### src/hdl/olist_pkg.sv
// -----------------------------------------------------------------------------
// Ordered list engine package
// Sizes, operation codes, and the command and status words between the
// controller and the datapath.
// -----------------------------------------------------------------------------
package olist_pkg;

  localparam int DEPTH     = 64;
  localparam int ITEM_W    = 32;
  localparam int IDX_W     = $clog2(DEPTH);
  localparam int CNT_W     = IDX_W + 1;

  localparam int ACTION_W  = 4;
  localparam int INDEX_W   = 7;
  localparam int INDEX_B_W = 6;
  localparam int COUNT_W   = 7;
  localparam int VALUE_W   = 32;
  localparam int FOUND_W   = 7;

  localparam logic [FOUND_W-1:0] NO_INDEX = {FOUND_W{1'b1}};

  typedef logic [ITEM_W-1:0] item_t;
  typedef logic [IDX_W-1:0]  addr_t;
  typedef logic [CNT_W-1:0]  cnt_t;

  typedef enum logic [ACTION_W-1:0] {
    OP_APPEND     = 4'd0,
    OP_INSERT     = 4'd1,
    OP_REMOVE_AT  = 4'd2,
    OP_REMOVE_VAL = 4'd3,
    OP_REMOVE_RNG = 4'd4,
    OP_REPLACE    = 4'd5,
    OP_SWAP       = 4'd6,
    OP_MOVE       = 4'd7,
    OP_READ       = 4'd8,
    OP_FIND       = 4'd9,
    OP_CLEAR      = 4'd10
  } op_e;

  typedef enum logic [2:0] {
    ST_IDLE,
    ST_DECODE,
    ST_TAKE,
    ST_SWAP,
    ST_COPY,
    ST_PUT,
    ST_SCAN,
    ST_FINISH
  } state_e;

  typedef enum logic [2:0] {
    SU_NONE,
    SU_INS,
    SU_DEL,
    SU_DELPOS,
    SU_RNG,
    SU_MV,
    SU_SCAN
  } setup_e;

  typedef enum logic [1:0] {
    RD_NONE,
    RD_IA,
    RD_IB
  } rd_e;

  typedef enum logic [2:0] {
    WR_NONE,
    WR_CNT_VAL,
    WR_IA_VAL,
    WR_IA_RD,
    WR_IB_TMP
  } wr_e;

  typedef enum logic [2:0] {
    CNT_HOLD,
    CNT_INC,
    CNT_SUB1,
    CNT_SUBN,
    CNT_CLR
  } cnt_e;

  typedef struct packed {
    logic   cap;
    setup_e setup;
    rd_e    rd;
    wr_e    wr;
    cnt_e   cnt;
    logic   copy_run;
    logic   scan_run;
    logic   tmp_ld;
    logic   item_ld;
    logic   found_ld;
    logic   ok_set;
    logic   res_ld;
  } cmd_t;

  typedef struct packed {
    op_e  action;
    logic full;
    logic ia_le_cnt;
    logic ia_lt_cnt;
    logic ib_lt_cnt;
    logic range_ok;
    logic copy_last;
    logic scan_hit;
    logic scan_end;
  } sts_t;

endpackage

### src/hdl/olist_dp.sv
// -----------------------------------------------------------------------------
// Ordered list datapath
// List memory, live count, copy and scan address counters, result registers.
// -----------------------------------------------------------------------------
module olist_dp (
  input  logic                                  clk_i,
  input  logic                                  rst_ni,
  input  olist_pkg::cmd_t                       cmd_i,
  output olist_pkg::sts_t                       sts_o,
  input  logic [olist_pkg::ACTION_W-1:0]        action_i,
  input  logic [olist_pkg::INDEX_W-1:0]         index_i,
  input  logic [olist_pkg::INDEX_B_W-1:0]       index_b_i,
  input  logic [olist_pkg::COUNT_W-1:0]         count_i,
  input  logic [olist_pkg::VALUE_W-1:0]         value_i,
  output logic                                  ok_o,
  output logic [olist_pkg::VALUE_W-1:0]         item_value_o,
  output logic signed [olist_pkg::FOUND_W-1:0]  found_index_o,
  output logic [olist_pkg::COUNT_W-1:0]         item_count_o
);
  import olist_pkg::*;

  item_t               mem_q [DEPTH];
  item_t               rdata_q;
  item_t               tmp_q;
  item_t               val_q;
  item_t               item_q;
  op_e                 action_q;
  cnt_t                ia_q;
  addr_t               ib_q;
  cnt_t                rcnt_q;
  cnt_t                count_q, count_d;
  cnt_t                ra_q, ra_d;
  addr_t               wa_q, wa_d;
  cnt_t                len_q, len_d;
  logic                dir_q, dir_d;
  logic                pend_q, pend_d;
  logic                ok_q;
  logic [FOUND_W-1:0]  found_q;
  logic                res_ok_q;
  item_t               res_item_q;
  logic [FOUND_W-1:0]  res_found_q;
  cnt_t                res_count_q;

  logic                mem_we, mem_re;
  addr_t               waddr, raddr;
  item_t               wdata;
  cnt_t                rem, clip_n, wa_ext;
  logic                ia_lt_ib;

  assign rem      = count_q - ia_q;
  assign clip_n   = (rcnt_q > rem) ? rem : rcnt_q;
  assign ia_lt_ib = ia_q < {1'b0, ib_q};
  assign wa_ext   = {1'b0, wa_q};

  always_comb begin
    sts_o.action    = action_q;
    sts_o.full      = count_q == CNT_W'(DEPTH);
    sts_o.ia_le_cnt = ia_q <= count_q;
    sts_o.ia_lt_cnt = ia_q < count_q;
    sts_o.ib_lt_cnt = {1'b0, ib_q} < count_q;
    sts_o.range_ok  = (ia_q <= count_q) && (clip_n != '0);
    sts_o.copy_last = len_q == '0;
    sts_o.scan_hit  = pend_q && (rdata_q == val_q);
    sts_o.scan_end  = !pend_q && (ra_q >= count_q);
  end

  always_comb begin
    mem_re = 1'b0;
    raddr  = ra_q[IDX_W-1:0];
    unique case (cmd_i.rd)
      RD_IA: begin
        mem_re = 1'b1;
        raddr  = ia_q[IDX_W-1:0];
      end
      RD_IB: begin
        mem_re = 1'b1;
        raddr  = ib_q;
      end
      default: ;
    endcase
    if (cmd_i.copy_run && len_q != '0) begin
      mem_re = 1'b1;
    end
    if (cmd_i.scan_run && ra_q < count_q) begin
      mem_re = 1'b1;
    end
  end

  always_comb begin
    mem_we = 1'b0;
    waddr  = wa_q;
    wdata  = rdata_q;
    unique case (cmd_i.wr)
      WR_CNT_VAL: begin
        mem_we = 1'b1;
        waddr  = count_q[IDX_W-1:0];
        wdata  = val_q;
      end
      WR_IA_VAL: begin
        mem_we = 1'b1;
        waddr  = ia_q[IDX_W-1:0];
        wdata  = val_q;
      end
      WR_IA_RD: begin
        mem_we = 1'b1;
        waddr  = ia_q[IDX_W-1:0];
      end
      WR_IB_TMP: begin
        mem_we = 1'b1;
        waddr  = ib_q;
        wdata  = tmp_q;
      end
      default: ;
    endcase
    if (cmd_i.copy_run && pend_q) begin
      mem_we = 1'b1;
    end
  end

  always_ff @(posedge clk_i) begin
    if (mem_we) begin
      mem_q[waddr] <= wdata;
    end
    if (mem_re) begin
      rdata_q <= mem_q[raddr];
    end
  end

  always_comb begin
    ra_d   = ra_q;
    wa_d   = wa_q;
    len_d  = len_q;
    dir_d  = dir_q;
    pend_d = 1'b0;
    if (cmd_i.copy_run) begin
      if (len_q != '0) begin
        pend_d = 1'b1;
        ra_d   = dir_q ? ra_q + CNT_W'(1) : ra_q - CNT_W'(1);
        len_d  = len_q - CNT_W'(1);
      end
      if (pend_q) begin
        wa_d = dir_q ? wa_q + IDX_W'(1) : wa_q - IDX_W'(1);
      end
    end
    if (cmd_i.scan_run && ra_q < count_q) begin
      pend_d = 1'b1;
      wa_d   = ra_q[IDX_W-1:0];
      ra_d   = ra_q + CNT_W'(1);
    end
    unique case (cmd_i.setup)
      SU_INS: begin
        ra_d  = count_q - CNT_W'(1);
        wa_d  = count_q[IDX_W-1:0];
        len_d = count_q - ia_q;
        dir_d = 1'b0;
      end
      SU_DEL: begin
        ra_d  = ia_q + CNT_W'(1);
        wa_d  = ia_q[IDX_W-1:0];
        len_d = count_q - ia_q - CNT_W'(1);
        dir_d = 1'b1;
      end
      SU_DELPOS: begin
        ra_d  = wa_ext + CNT_W'(1);
        len_d = count_q - wa_ext - CNT_W'(1);
        dir_d = 1'b1;
      end
      SU_RNG: begin
        ra_d  = ia_q + clip_n;
        wa_d  = ia_q[IDX_W-1:0];
        len_d = count_q - ia_q - clip_n;
        dir_d = 1'b1;
      end
      SU_MV: begin
        wa_d = ia_q[IDX_W-1:0];
        if (ia_lt_ib) begin
          ra_d  = ia_q + CNT_W'(1);
          len_d = {1'b0, ib_q} - ia_q;
          dir_d = 1'b1;
        end else begin
          ra_d  = ia_q - CNT_W'(1);
          len_d = ia_q - {1'b0, ib_q};
          dir_d = 1'b0;
        end
      end
      SU_SCAN: begin
        ra_d = '0;
      end
      default: ;
    endcase
    if (cmd_i.setup != SU_NONE) begin
      pend_d = 1'b0;
    end
  end

  always_comb begin
    unique case (cmd_i.cnt)
      CNT_INC:  count_d = count_q + CNT_W'(1);
      CNT_SUB1: count_d = count_q - CNT_W'(1);
      CNT_SUBN: count_d = count_q - clip_n;
      CNT_CLR:  count_d = '0;
      default:  count_d = count_q;
    endcase
  end

  always_ff @(posedge clk_i or negedge rst_ni) begin
    if (!rst_ni) begin
      count_q <= '0;
      pend_q  <= 1'b0;
      len_q   <= '0;
    end else begin
      count_q <= count_d;
      pend_q  <= pend_d;
      len_q   <= len_d;
    end
  end

  always_ff @(posedge clk_i) begin
    ra_q  <= ra_d;
    wa_q  <= wa_d;
    dir_q <= dir_d;
    if (cmd_i.cap) begin
      action_q <= op_e'(action_i);
      ia_q     <= index_i;
      ib_q     <= index_b_i;
      rcnt_q   <= count_i;
      val_q    <= value_i;
      ok_q     <= 1'b0;
      item_q   <= '0;
      found_q  <= NO_INDEX;
    end else begin
      if (cmd_i.ok_set) begin
        ok_q <= 1'b1;
      end
      if (cmd_i.item_ld) begin
        item_q <= rdata_q;
      end
      if (cmd_i.found_ld) begin
        found_q <= FOUND_W'(wa_q);
      end
    end
    if (cmd_i.tmp_ld) begin
      tmp_q <= rdata_q;
    end
    if (cmd_i.res_ld) begin
      res_ok_q    <= ok_q;
      res_item_q  <= item_q;
      res_found_q <= found_q;
      res_count_q <= count_q;
    end
  end

  assign ok_o          = res_ok_q;
  assign item_value_o  = res_item_q;
  assign found_index_o = res_found_q;
  assign item_count_o  = res_count_q;

`ifndef SYNTHESIS
  a_count_range: assert property (@(posedge clk_i) disable iff (!rst_ni)
    count_q <= CNT_W'(DEPTH))
    else $error("live count beyond capacity");

  a_no_rw_collide: assert property (@(posedge clk_i) disable iff (!rst_ni)
    (mem_we && mem_re) |-> (waddr != raddr))
    else $error("read and write at the same address");

  a_pend_from_read: assert property (@(posedge clk_i) disable iff (!rst_ni)
    pend_q |-> $past(mem_re))
    else $error("pending word without a read");
`endif

endmodule

### src/hdl/olist_ctrl.sv
// -----------------------------------------------------------------------------
// Ordered list controller
// Sequences each operation over the datapath and runs the output handshake.
// -----------------------------------------------------------------------------
module olist_ctrl (
  input  logic             clk_i,
  input  logic             rst_ni,
  input  logic             in_valid_i,
  output logic             in_ready_o,
  output logic             out_valid_o,
  input  logic             out_ready_i,
  input  olist_pkg::sts_t  sts_i,
  output olist_pkg::cmd_t  cmd_o
);
  import olist_pkg::*;

  state_e state_q, state_d;
  logic   out_valid_q, out_valid_d;
  logic   out_free;

  assign out_free = !out_valid_q || out_ready_i;

  always_comb begin
    state_d    = state_q;
    cmd_o      = '0;
    in_ready_o = 1'b0;
    unique case (state_q)
      ST_IDLE: begin
        in_ready_o = 1'b1;
        if (in_valid_i) begin
          cmd_o.cap = 1'b1;
          state_d   = ST_DECODE;
        end
      end
      ST_DECODE: begin
        state_d = ST_FINISH;
        unique case (sts_i.action)
          OP_APPEND: begin
            if (!sts_i.full) begin
              cmd_o.wr     = WR_CNT_VAL;
              cmd_o.cnt    = CNT_INC;
              cmd_o.ok_set = 1'b1;
            end
          end
          OP_INSERT: begin
            if (!sts_i.full && sts_i.ia_le_cnt) begin
              cmd_o.setup = SU_INS;
              state_d     = ST_COPY;
            end
          end
          OP_REMOVE_AT, OP_READ: begin
            if (sts_i.ia_lt_cnt) begin
              cmd_o.rd = RD_IA;
              state_d  = ST_TAKE;
            end
          end
          OP_SWAP, OP_MOVE: begin
            if (sts_i.ia_lt_cnt && sts_i.ib_lt_cnt) begin
              cmd_o.rd = RD_IA;
              state_d  = ST_TAKE;
            end
          end
          OP_REMOVE_VAL, OP_FIND: begin
            cmd_o.setup = SU_SCAN;
            state_d     = ST_SCAN;
          end
          OP_REMOVE_RNG: begin
            if (sts_i.range_ok) begin
              cmd_o.setup  = SU_RNG;
              cmd_o.cnt    = CNT_SUBN;
              cmd_o.ok_set = 1'b1;
              state_d      = ST_COPY;
            end
          end
          OP_REPLACE: begin
            if (sts_i.ia_lt_cnt) begin
              cmd_o.wr     = WR_IA_VAL;
              cmd_o.ok_set = 1'b1;
            end
          end
          OP_CLEAR: begin
            cmd_o.cnt    = CNT_CLR;
            cmd_o.ok_set = 1'b1;
          end
          default: ;
        endcase
      end
      ST_TAKE: begin
        unique case (sts_i.action)
          OP_REMOVE_AT: begin
            cmd_o.item_ld = 1'b1;
            cmd_o.setup   = SU_DEL;
            cmd_o.cnt     = CNT_SUB1;
            cmd_o.ok_set  = 1'b1;
            state_d       = ST_COPY;
          end
          OP_READ: begin
            cmd_o.item_ld = 1'b1;
            cmd_o.ok_set  = 1'b1;
            state_d       = ST_FINISH;
          end
          OP_SWAP: begin
            cmd_o.tmp_ld = 1'b1;
            cmd_o.rd     = RD_IB;
            state_d      = ST_SWAP;
          end
          OP_MOVE: begin
            cmd_o.tmp_ld = 1'b1;
            cmd_o.setup  = SU_MV;
            state_d      = ST_COPY;
          end
          default: state_d = ST_FINISH;
        endcase
      end
      ST_SWAP: begin
        cmd_o.wr = WR_IA_RD;
        state_d  = ST_PUT;
      end
      ST_COPY: begin
        cmd_o.copy_run = 1'b1;
        if (sts_i.copy_last) begin
          if (sts_i.action == OP_INSERT || sts_i.action == OP_MOVE) begin
            state_d = ST_PUT;
          end else begin
            state_d = ST_FINISH;
          end
        end
      end
      ST_PUT: begin
        if (sts_i.action == OP_INSERT) begin
          cmd_o.wr  = WR_IA_VAL;
          cmd_o.cnt = CNT_INC;
        end else begin
          cmd_o.wr = WR_IB_TMP;
        end
        cmd_o.ok_set = 1'b1;
        state_d      = ST_FINISH;
      end
      ST_SCAN: begin
        priority if (sts_i.scan_hit) begin
          cmd_o.ok_set = 1'b1;
          if (sts_i.action == OP_REMOVE_VAL) begin
            cmd_o.item_ld = 1'b1;
            cmd_o.setup   = SU_DELPOS;
            cmd_o.cnt     = CNT_SUB1;
            state_d       = ST_COPY;
          end else begin
            cmd_o.found_ld = 1'b1;
            state_d        = ST_FINISH;
          end
        end else if (sts_i.scan_end) begin
          state_d = ST_FINISH;
        end else begin
          cmd_o.scan_run = 1'b1;
        end
      end
      ST_FINISH: begin
        if (out_free) begin
          cmd_o.res_ld = 1'b1;
          state_d      = ST_IDLE;
        end
      end
      default: state_d = ST_IDLE;
    endcase
  end

  always_comb begin
    if (cmd_o.res_ld) begin
      out_valid_d = 1'b1;
    end else if (out_ready_i) begin
      out_valid_d = 1'b0;
    end else begin
      out_valid_d = out_valid_q;
    end
  end

  always_ff @(posedge clk_i or negedge rst_ni) begin
    if (!rst_ni) begin
      state_q     <= ST_IDLE;
      out_valid_q <= 1'b0;
    end else begin
      state_q     <= state_d;
      out_valid_q <= out_valid_d;
    end
  end

  assign out_valid_o = out_valid_q;

`ifndef SYNTHESIS
  a_res_ld_free: assert property (@(posedge clk_i) disable iff (!rst_ni)
    cmd_o.res_ld |-> out_free)
    else $error("result loaded over a word not yet taken");

  a_accept_decode: assert property (@(posedge clk_i) disable iff (!rst_ni)
    (in_valid_i && in_ready_o) |=> (state_q == ST_DECODE))
    else $error("accepted word not decoded");

  a_out_drop: assert property (@(posedge clk_i) disable iff (!rst_ni)
    $fell(out_valid_q) |-> $past(out_ready_i))
    else $error("result dropped before it was taken");
`endif

endmodule

### src/hdl/ordered_list_engine_unit.sv
// -----------------------------------------------------------------------------
// Ordered list engine
// Fixed-capacity ordered list with append, insert, remove, replace, swap,
// move, read, find and clear, one result word per input word.
//
// Channel  Handshake                   Payload
// in       in_valid_i / in_ready_o     action_i index_i index_b_i count_i value_i
// out      out_valid_o / out_ready_i   ok_o item_value_o found_index_o item_count_o
//
// Append, replace, clear and words rejected at decode complete in the decode state; read
// adds a take state, and swap adds take, swap and put states. Insert, remove at an index,
// range removal and move shift the words in the copy state, one word per cycle through
// the single read and single write port of the list memory.
// Find and remove by value scan the list from index 0 until a match or the end.
// Reset clears the live count only; the list memory has no clearing pass.
// A result waits in the output register while the next word is accepted.
// -----------------------------------------------------------------------------
module ordered_list_engine_unit (
  input  logic                                  clk_i,
  input  logic                                  rst_ni,
  input  logic                                  in_valid_i,
  output logic                                  in_ready_o,
  input  logic [olist_pkg::ACTION_W-1:0]        action_i,
  input  logic [olist_pkg::INDEX_W-1:0]         index_i,
  input  logic [olist_pkg::INDEX_B_W-1:0]       index_b_i,
  input  logic [olist_pkg::COUNT_W-1:0]         count_i,
  input  logic [olist_pkg::VALUE_W-1:0]         value_i,
  output logic                                  out_valid_o,
  input  logic                                  out_ready_i,
  output logic                                  ok_o,
  output logic [olist_pkg::VALUE_W-1:0]         item_value_o,
  output logic signed [olist_pkg::FOUND_W-1:0]  found_index_o,
  output logic [olist_pkg::COUNT_W-1:0]         item_count_o
);
  import olist_pkg::*;

  cmd_t cmd;
  sts_t sts;

  olist_ctrl u_ctrl (
    .clk_i       (clk_i),
    .rst_ni      (rst_ni),
    .in_valid_i  (in_valid_i),
    .in_ready_o  (in_ready_o),
    .out_valid_o (out_valid_o),
    .out_ready_i (out_ready_i),
    .sts_i       (sts),
    .cmd_o       (cmd)
  );

  olist_dp u_dp (
    .clk_i         (clk_i),
    .rst_ni        (rst_ni),
    .cmd_i         (cmd),
    .sts_o         (sts),
    .action_i      (action_i),
    .index_i       (index_i),
    .index_b_i     (index_b_i),
    .count_i       (count_i),
    .value_i       (value_i),
    .ok_o          (ok_o),
    .item_value_o  (item_value_o),
    .found_index_o (found_index_o),
    .item_count_o  (item_count_o)
  );

endmodule

### config.mk
export PLATFORM = sky130hd
export DESIGN_NAME = ordered_list_engine_unit
export DESIGN_NICKNAME = d
export VERILOG_FILES = /design/src/hdl/olist_pkg.sv /design/src/hdl/olist_dp.sv /design/src/hdl/olist_ctrl.sv /design/src/hdl/ordered_list_engine_unit.sv
export SDC_FILE = /design/constraint.sdc
export NUM_CORES = 2
export LEC_CHECK = 0
export BUFFER_PORTS_ARGS = -buffer_cell sky130_fd_sc_hd__buf_2
export CORE_MARGIN = 2
export CORE_UTILIZATION = 50
export DETAILED_ROUTE_END_ITERATION = 8
export GPL_TIMING_DRIVEN = 0
export PLACE_DENSITY = 0.66
export SETUP_SLACK_MARGIN = 0.3
export SLEW_MARGIN = 20
export SYNTH_ARGS = -nofsm -noshare
export SYNTH_HDL_FRONTEND = slang
export SYNTH_SLANG_ARGS = --single-unit
### constraint.sdc
create_clock -name clk_i -period 8.3 [get_ports clk_i]
set_clock_uncertainty 0.05 [all_clocks]
set_input_delay 1.66 -clock clk_i [delete_from_list [all_inputs] [get_ports clk_i]]
set_output_delay 1.66 -clock clk_i [all_outputs]
set_load 0.01 [all_outputs]
* Word-level counts from Yosys, hierarchy flattened
Memory sizes are Yosys's and may differ from the RTL's. A register that Yosys moved wholly into a read port is not among the register bits. Cells that the tools add are included.
Cells by class: add/subtract/negate cells 19, $lt $le $gt $ge 7, equal/unequal tests 39, multiplexer cells 95, reductions and logical operators 42
Operators by type and width (count):
- $pmux W32 S2 | 1
- $mux W7 | 9
- $pmux W7 S6 | 1
- $sub A7 B1 Y7 const B | 6
- $mux W1 | 36
- $mux W3 | 12
- $pmux W3 S3 | 4
- $pmux W7 S5 | 1
- $eq A32 B32 Y1 | 1
- $pmux W7 S4 | 1
- $eq A3 B3 Y1 const B | 9
- $eq A3 B2 Y1 const B | 8
- $mux W6 | 4
- $pmux W3 S8 | 1
- $pmux W6 S2 | 2
- $add A7 B1 Y7 const B | 3
- $sub A7 B7 Y7 | 3
- $mux W2 | 10
- $pmux W6 S3 | 1
- $eq A4 B3 Y1 const B | 4
- $reduce_bool A8 Y1 | 2
- $pmux W3 S5 | 1
- $lt A7 B7 Y1 | 2
- $reduce_bool A7 Y1 | 2
- other kinds (43) | 78
Word-level totals: register bits after elaboration 208, memory bits (writable) 2048, input port bits 60, output and inout port bits 49, word-level logic and storage cells 224, memories kept 1
Memories:
- u_dp.mem_q | words 64, bits a word 32, rd ports 1, clocked after Yosys merged registers in 1, write ports 1, RTL line olist_dp.sv:22 | item_t mem_q [DEPTH];

* Logic depth before layout (Yosys ltp)
depth in word-level cells 12, gate-level depth with buffers 29, mapped depth without buffers 29

* Modules after synthesis
A second synthesis with hierarchy kept.
Unflattened totals: cells, all modules 6953, area, all modules 94929.8 sq um
By module, submodules not included:
- olist_dp | instances 1, cells each 6819, area an instance 94055.2 sq um, seq. area each 68110.3 sq um
- olist_ctrl | instances 1, cells each 134, area an instance 874.6 sq um, seq. area each 100.1 sq um

* Worst setup path before layout
OpenSTA, ideal clock, no wires.
path kind reg2reg, from register u_dp.ia_q[2], to memory u_dp.mem_q[55][0] (netlist name), enable pin, library setup time 0.461 ns, arrival 5.534 ns, required time 7.789 ns, path slack 2.255 ns, cell stages (with the launch flop) 13, path buffers 1, clock period less this slack 6.045 ns, path through edfxtp_1 clkbuf_1 inv_1 ha_1 o21ai_0 a21oi_1 o31a_1 o21a_1 o211ai_1 o21ai_0 o32ai_1 nand3_1 nor3_1
On the way: cells in the longest elaborated chain, start to end 10, elaborated cells between the ends (all ways) 15, classes of those cells 1 x order compare; 4 x eq/ne; 8 x mux; 2 x reduce/logical
Ends and longest elaborated chain:
- start: declaration | RTL line olist_dp.sv:28 | cnt_t ia_q;
- start signal: assignment | RTL line olist_dp.sv:224 | ia_q <= index_i;
- $lt A7 B7 Y1 | RTL line olist_dp.sv:59 | sts_o.ia_lt_cnt = ia_q < count_q;
- $mux W2 | RTL line olist_ctrl.sv:76 | if (sts_i.ia_lt_cnt) begin
- $pmux W2 S2 | RTL line olist_ctrl.sv:37 | unique case (sts_i.action)
- $pmux W3 S3 | RTL line olist_ctrl.sv:27 | unique case (state_q)
- $eq A3 B2 Y1, or another cell as far along | RTL line olist_dp.sv:93 | unique case (cmd_i.wr)
- $reduce_or A4 Y1 (no source line)
- $mux W1 | RTL line olist_dp.sv:93
- $mux W1 | RTL line olist_dp.sv:115 | if (cmd_i.copy_run && pend_q) begin
- $mux W1 | RTL line olist_dp.sv:121 | if (mem_we) begin
- $mux W1 (not written as such) | RTL line olist_dp.sv:122 | mem_q[waddr] <= wdata;
- end: declaration | RTL line olist_dp.sv:22
Several ways; a longest one is shown, not always the timed one.

* Worst setup path in the final report
from register u_dp.ia_q[3], to register u_dp.rdata_q[8] (read register of u_dp.mem_q), data pin
On the way: cells in the longest elaborated chain, start to end 10, elaborated cells between the ends (all ways) 13, classes of those cells 1 x order compare; 2 x eq/ne; 8 x mux; 2 x reduce/logical
Ends and longest elaborated chain:
- $lt A7 B7 Y1 | RTL line olist_dp.sv:59
- $logic_and A1 B1 Y1 | RTL line olist_ctrl.sv:58 | if (sts_i.ia_lt_cnt && sts_i.ib_lt_cnt) begin
- $mux W1 | RTL line olist_ctrl.sv:58
- $pmux W2 S2 | RTL line olist_ctrl.sv:37
- $pmux W2 S2 | RTL line olist_ctrl.sv:27
- $eq A2 B1 Y1 / $eq A2 B2 Y1 (equally long branches) | RTL line olist_dp.sv:70 | unique case (cmd_i.rd)
- $reduce_or A2 Y1 (no source line)
- $mux W1 | RTL line olist_dp.sv:70
- $mux W1 | RTL line olist_dp.sv:81 | if (cmd_i.copy_run && len_q != '0) begin
- $mux W1 | RTL line olist_dp.sv:84 | if (cmd_i.scan_run && ra_q < count_q) begin
- end: declaration | RTL line olist_dp.sv:23 | item_t rdata_q;
Several ways; a longest one is shown, not always the timed one. A chain may end at the register's enable or synchronous reset.

==> impl_metrics.ini <==
[sta]
fmax_ghz = 0.125
setup_viol = 0
max_slew.worst_pin.slew_ns = 1.20
rsz0062_at_grt = true
period_needed_ns = 8.01
hold_viol = 0
worst_slack_ns = 0.293
slew_headroom_pct = 20.1
drv_slew = 0
timing.final.crit_share_pct = 96.5

[synth]
synth_top_area_share_pct = 72.6
yosys_warnings = 0
synthAdderAreaFrac_pct = 1.18
synth_area_um2 = 92100
synthFlopType = edfxtp_1
netlist_instances = 4793
ys_top_cells_by_area = edfxtp_1 (73%), mux4_2 (13%), a211oi_1 (1.9%)
synth_mux_area_share_pct = 14.1
ys_seq_area_share_pct = 74.0
synth.net_count = 4935
synth_compound_area_share_pct = 4.94
synth-edff-count = 2229
synth_seq_cells = 2288
synth.avg_cell_area_um2 = 19.2
synth_async_sr_flop_share_pct = 0.830
synth_xor_area_share_pct = 0.884
synth_cell_types = 83
synth_top_family_by_area = multiplexers
synth_simple_gate_area_share_pct = 3.51
yosysTopAreaCell = edfxtp_1

[floorplan]
io_pins = 109
dieArea_um2 = 188000
die_y_um = 433
die_w_um = 433
num_rows = 157
core_area_um2 = 183000
initial_core_util_pct = 50.3

[clocking]
htreeDepth = 4
ctsRootBufferMaster = clkbuf_16
cts_tree = done
clk_pin_slew_worst_paths_ns = 0.06
ctsLongestPathBuffers = 3
cts_sinks = 2288
clk_latency_ns = 0.90
cts_made_buffers = 222

[worst_setup_path]
path_max_fanout = 10
slowest_delay_ns = 0.75
r2r_cells = 22
reg2reg_to = u_dp.rdata_q[8]$_DFFE_PP_
slowest_stage = a211oi_2
path_cells = clkbuf_1 > inv_1 > ha_1 > o21ai_0 > a21oi_1 > o31a_1 > o21a_1 > nor2_1 > nor2_1 > o21ai_0 > nor2_1 > ha_1 > buf_2 > nor2_1 > a21oi_1 > clkbuf_4 > clkbuf_2 > clkdlybuf4s15_2 > mux2i_1 > a211oi_2 > a211oi_2 > a21oi_1
worstPathArrival_ns = 8.58
r2r_setup_slack_ns = 0.29
start_kind = register
critical_path_class = reg2reg
path_common_cell = nor2_1
cp.required_ns = 8.87
crit_path_end_kind = register
r2r-start = u_dp.ia_q[3]$_DFFE_PP_

[place]
port_buffers = 108
dp_hpwl_mm = 186
dp_cells = 7513
dpl-instance-area_um2 = 99300
place_congestion = 0.996
dp_slack_ns = -1.34

[global_routing]
antenna_found_initial = 13
grt_usage_pct = 28.4
first_global_vias = 48900
grt_max_degree = 65
gr-total-overflow = 0
grt_pass1_wl_mm = 371

[cells_and_area]
mostFrequentLayoutCell = edfxtp_1
drive_gt1_share_pct = 24.9
nets = 5418
most-common-layout-cells = edfxtp_1 (2,229), mux4_2 (512), a21oi_1 (224), clkbuf_16 (224), clkbuf_1 (199)
syn_to_final_growth_pct = 16.2
final_area_um2 = 107000
fin_cells = 7935

[routing]
ant_nets = 0
drc_errors = 0
wirelength_mm = 265
drt_iter0_markers = 6784
via_per_inst = 6.34
wl_per_cell_um = 33.4
vias = 50300
dr.pass1.iters = 6

[hold_path]
whs_path_depth = 0
hp-start = u_dp.item_q[31]$_SDFFE_PP0P_
hold_path.class = reg2reg
min_to = u_dp.item_value_o[31]$_DFFE_PP_

[status]
status = finished clean

[pwr]
power_density_nw_per_um2 = 354
ir_worst_vdd_mv = 0.308
p_leak_uw = 0.0344

[flow_run]
drv_cap = 0
how the worst max path moves through the flow:
| stage | from | end | slack (ns) | depth (start not counted) |
|---|---|---|---|---|
| 3_3_place_gp | u_dp.action_q[1]$_DFFE_PP_ | u_dp.rdata_q[4]$_DFFE_PP_ | -3.20 | 16 |
| 3_5_place_dp | u_dp.ia_q[2]$_DFFE_PP_ | u_dp.rdata_q[23]$_DFFE_PP_ | -1.34 | 22 |
| 5_1_grt | u_dp.ia_q[2]$_DFFE_PP_ | u_dp.rdata_q[8]$_DFFE_PP_ | 0.21 | 23 |
| 4_1_cts | u_dp.ia_q[1]$_DFFE_PP_ | u_dp.rdata_q[16]$_DFFE_PP_ | 0.33 | 22 |
| 2_1_floorplan | u_dp.ia_q[2]$_DFFE_PP_ | u_dp.mem_q[55][0]$_DFFE_PP_ | 2.25 | 12 |
| 6_report | u_dp.ia_q[3]$_DFFE_PP_ | u_dp.rdata_q[8]$_DFFE_PP_ | 0.29 | 22 |
logic make-up after synthesis:
kind of cell,after synthesis
adder cells (fa/ha/maj),82
buffers and inverters,327
AND/OR/NAND/NOR,653
AO/OA/AOI/OAI,691
XOR/XNOR,93
multiplexers,659
flip-flops,2288
Yosys cell counts (61+ instances only):
| cell type | instances |
|---|---|
| a211oi_1 | 231 |
| a21oi_1 | 228 |
| buf_1 | 73 |
| clkbuf_1 | 176 |
| edfxtp_1 | 2229 |
| ha_1 | 74 |
| inv_1 | 61 |
| mux2i_1 | 146 |
| mux4_2 | 512 |
| nand2_1 | 210 |
| nor2_1 | 131 |
| nor2b_1 | 142 |
sequential cells by signal, indices dropped and copies added (netlist names), 7 cells and up:
register and count:
u_dp.val_q 32, u_dp.rcnt_q 7, u_dp.count_q 7, u_dp.found_index_o 7
u_dp.rdata_q 32, u_dp.ia_q 7, u_dp.mem_q 2048, u_dp.item_count_o 7
u_dp.ra_q 7, u_dp.len_q 7, u_dp.item_q 32, u_dp.item_value_o 32
u_dp.tmp_q 32, u_dp.found_q 7
cell type report:
| class | count | area (um^2) |
|---|---|---|
| clock buffer | 289 | 5860 |
| clock inverter | 127 | 1270 |
| multi-input combinational | 2178 | 23800 |
| tap | 2464 | 3080 |
| timing repair buffer | 259 | 3360 |
| antenna | 3 | 7.51 |
| buffer | 264 | 1230 |
| inverter | 63 | 236 |
| sequential | 2288 | 68200 |
| fill | 13500 | 76000 |
stage by stage:
stage	power, uW	hold slack, ns	setup TNS, ns	util [%]
5_1_grt	38900	0.386	0	58.5
3_5_place_dp	27800	0.367	-32.89	54.3
6_report	37900	0.383	0	58.5
3_3_place_gp	27000	0.364	-505.66	52.3
4_1_cts	37700	0.383	0	58.4
2_1_floorplan	22100	0.353	0	-
layer usage:
layer | up-vias | routed length (um) | global-route usage (%) | part of all wire [%]
li1 | 20700 | - | - | -
met3 | 494 | 25300 | 5.51 | 9.5
met5 | - | 154 | 0 | 0.058
met1 | 26400 | 104000 | 40.1 | 39
met4 | 2 | 14400 | 13.6 | 5.4
met2 | 2802 | 122000 | 42.8 | 46
repair_timing:
item                                    CTS  global route
cloned                                    0             0
hold buffers                              0             0
hold endpoints to repair                  0             0
gates resized for setup                 102           117
endpoints found under the setup margin   32            33
setup buffers                             0             3
pin swaps                                 0             3
report_power, final:
part           switching, uW  internal (uW)  leakage (uW)
combinational           8300           3620        0.0103
clock                   4410           5510       0.00347
sequential               390          15600        0.0207
worst max-delay path: cells and delay by family (launching register included):
kind,cells,cell delay [ns]
compound gates,9,2.99
buf+inv,6,2.53
simple gates,4,0.85
fa+ha+maj,2,0.67
flops,1,0.41
mux,1,0.25
(Power assumes the default switching activity.)
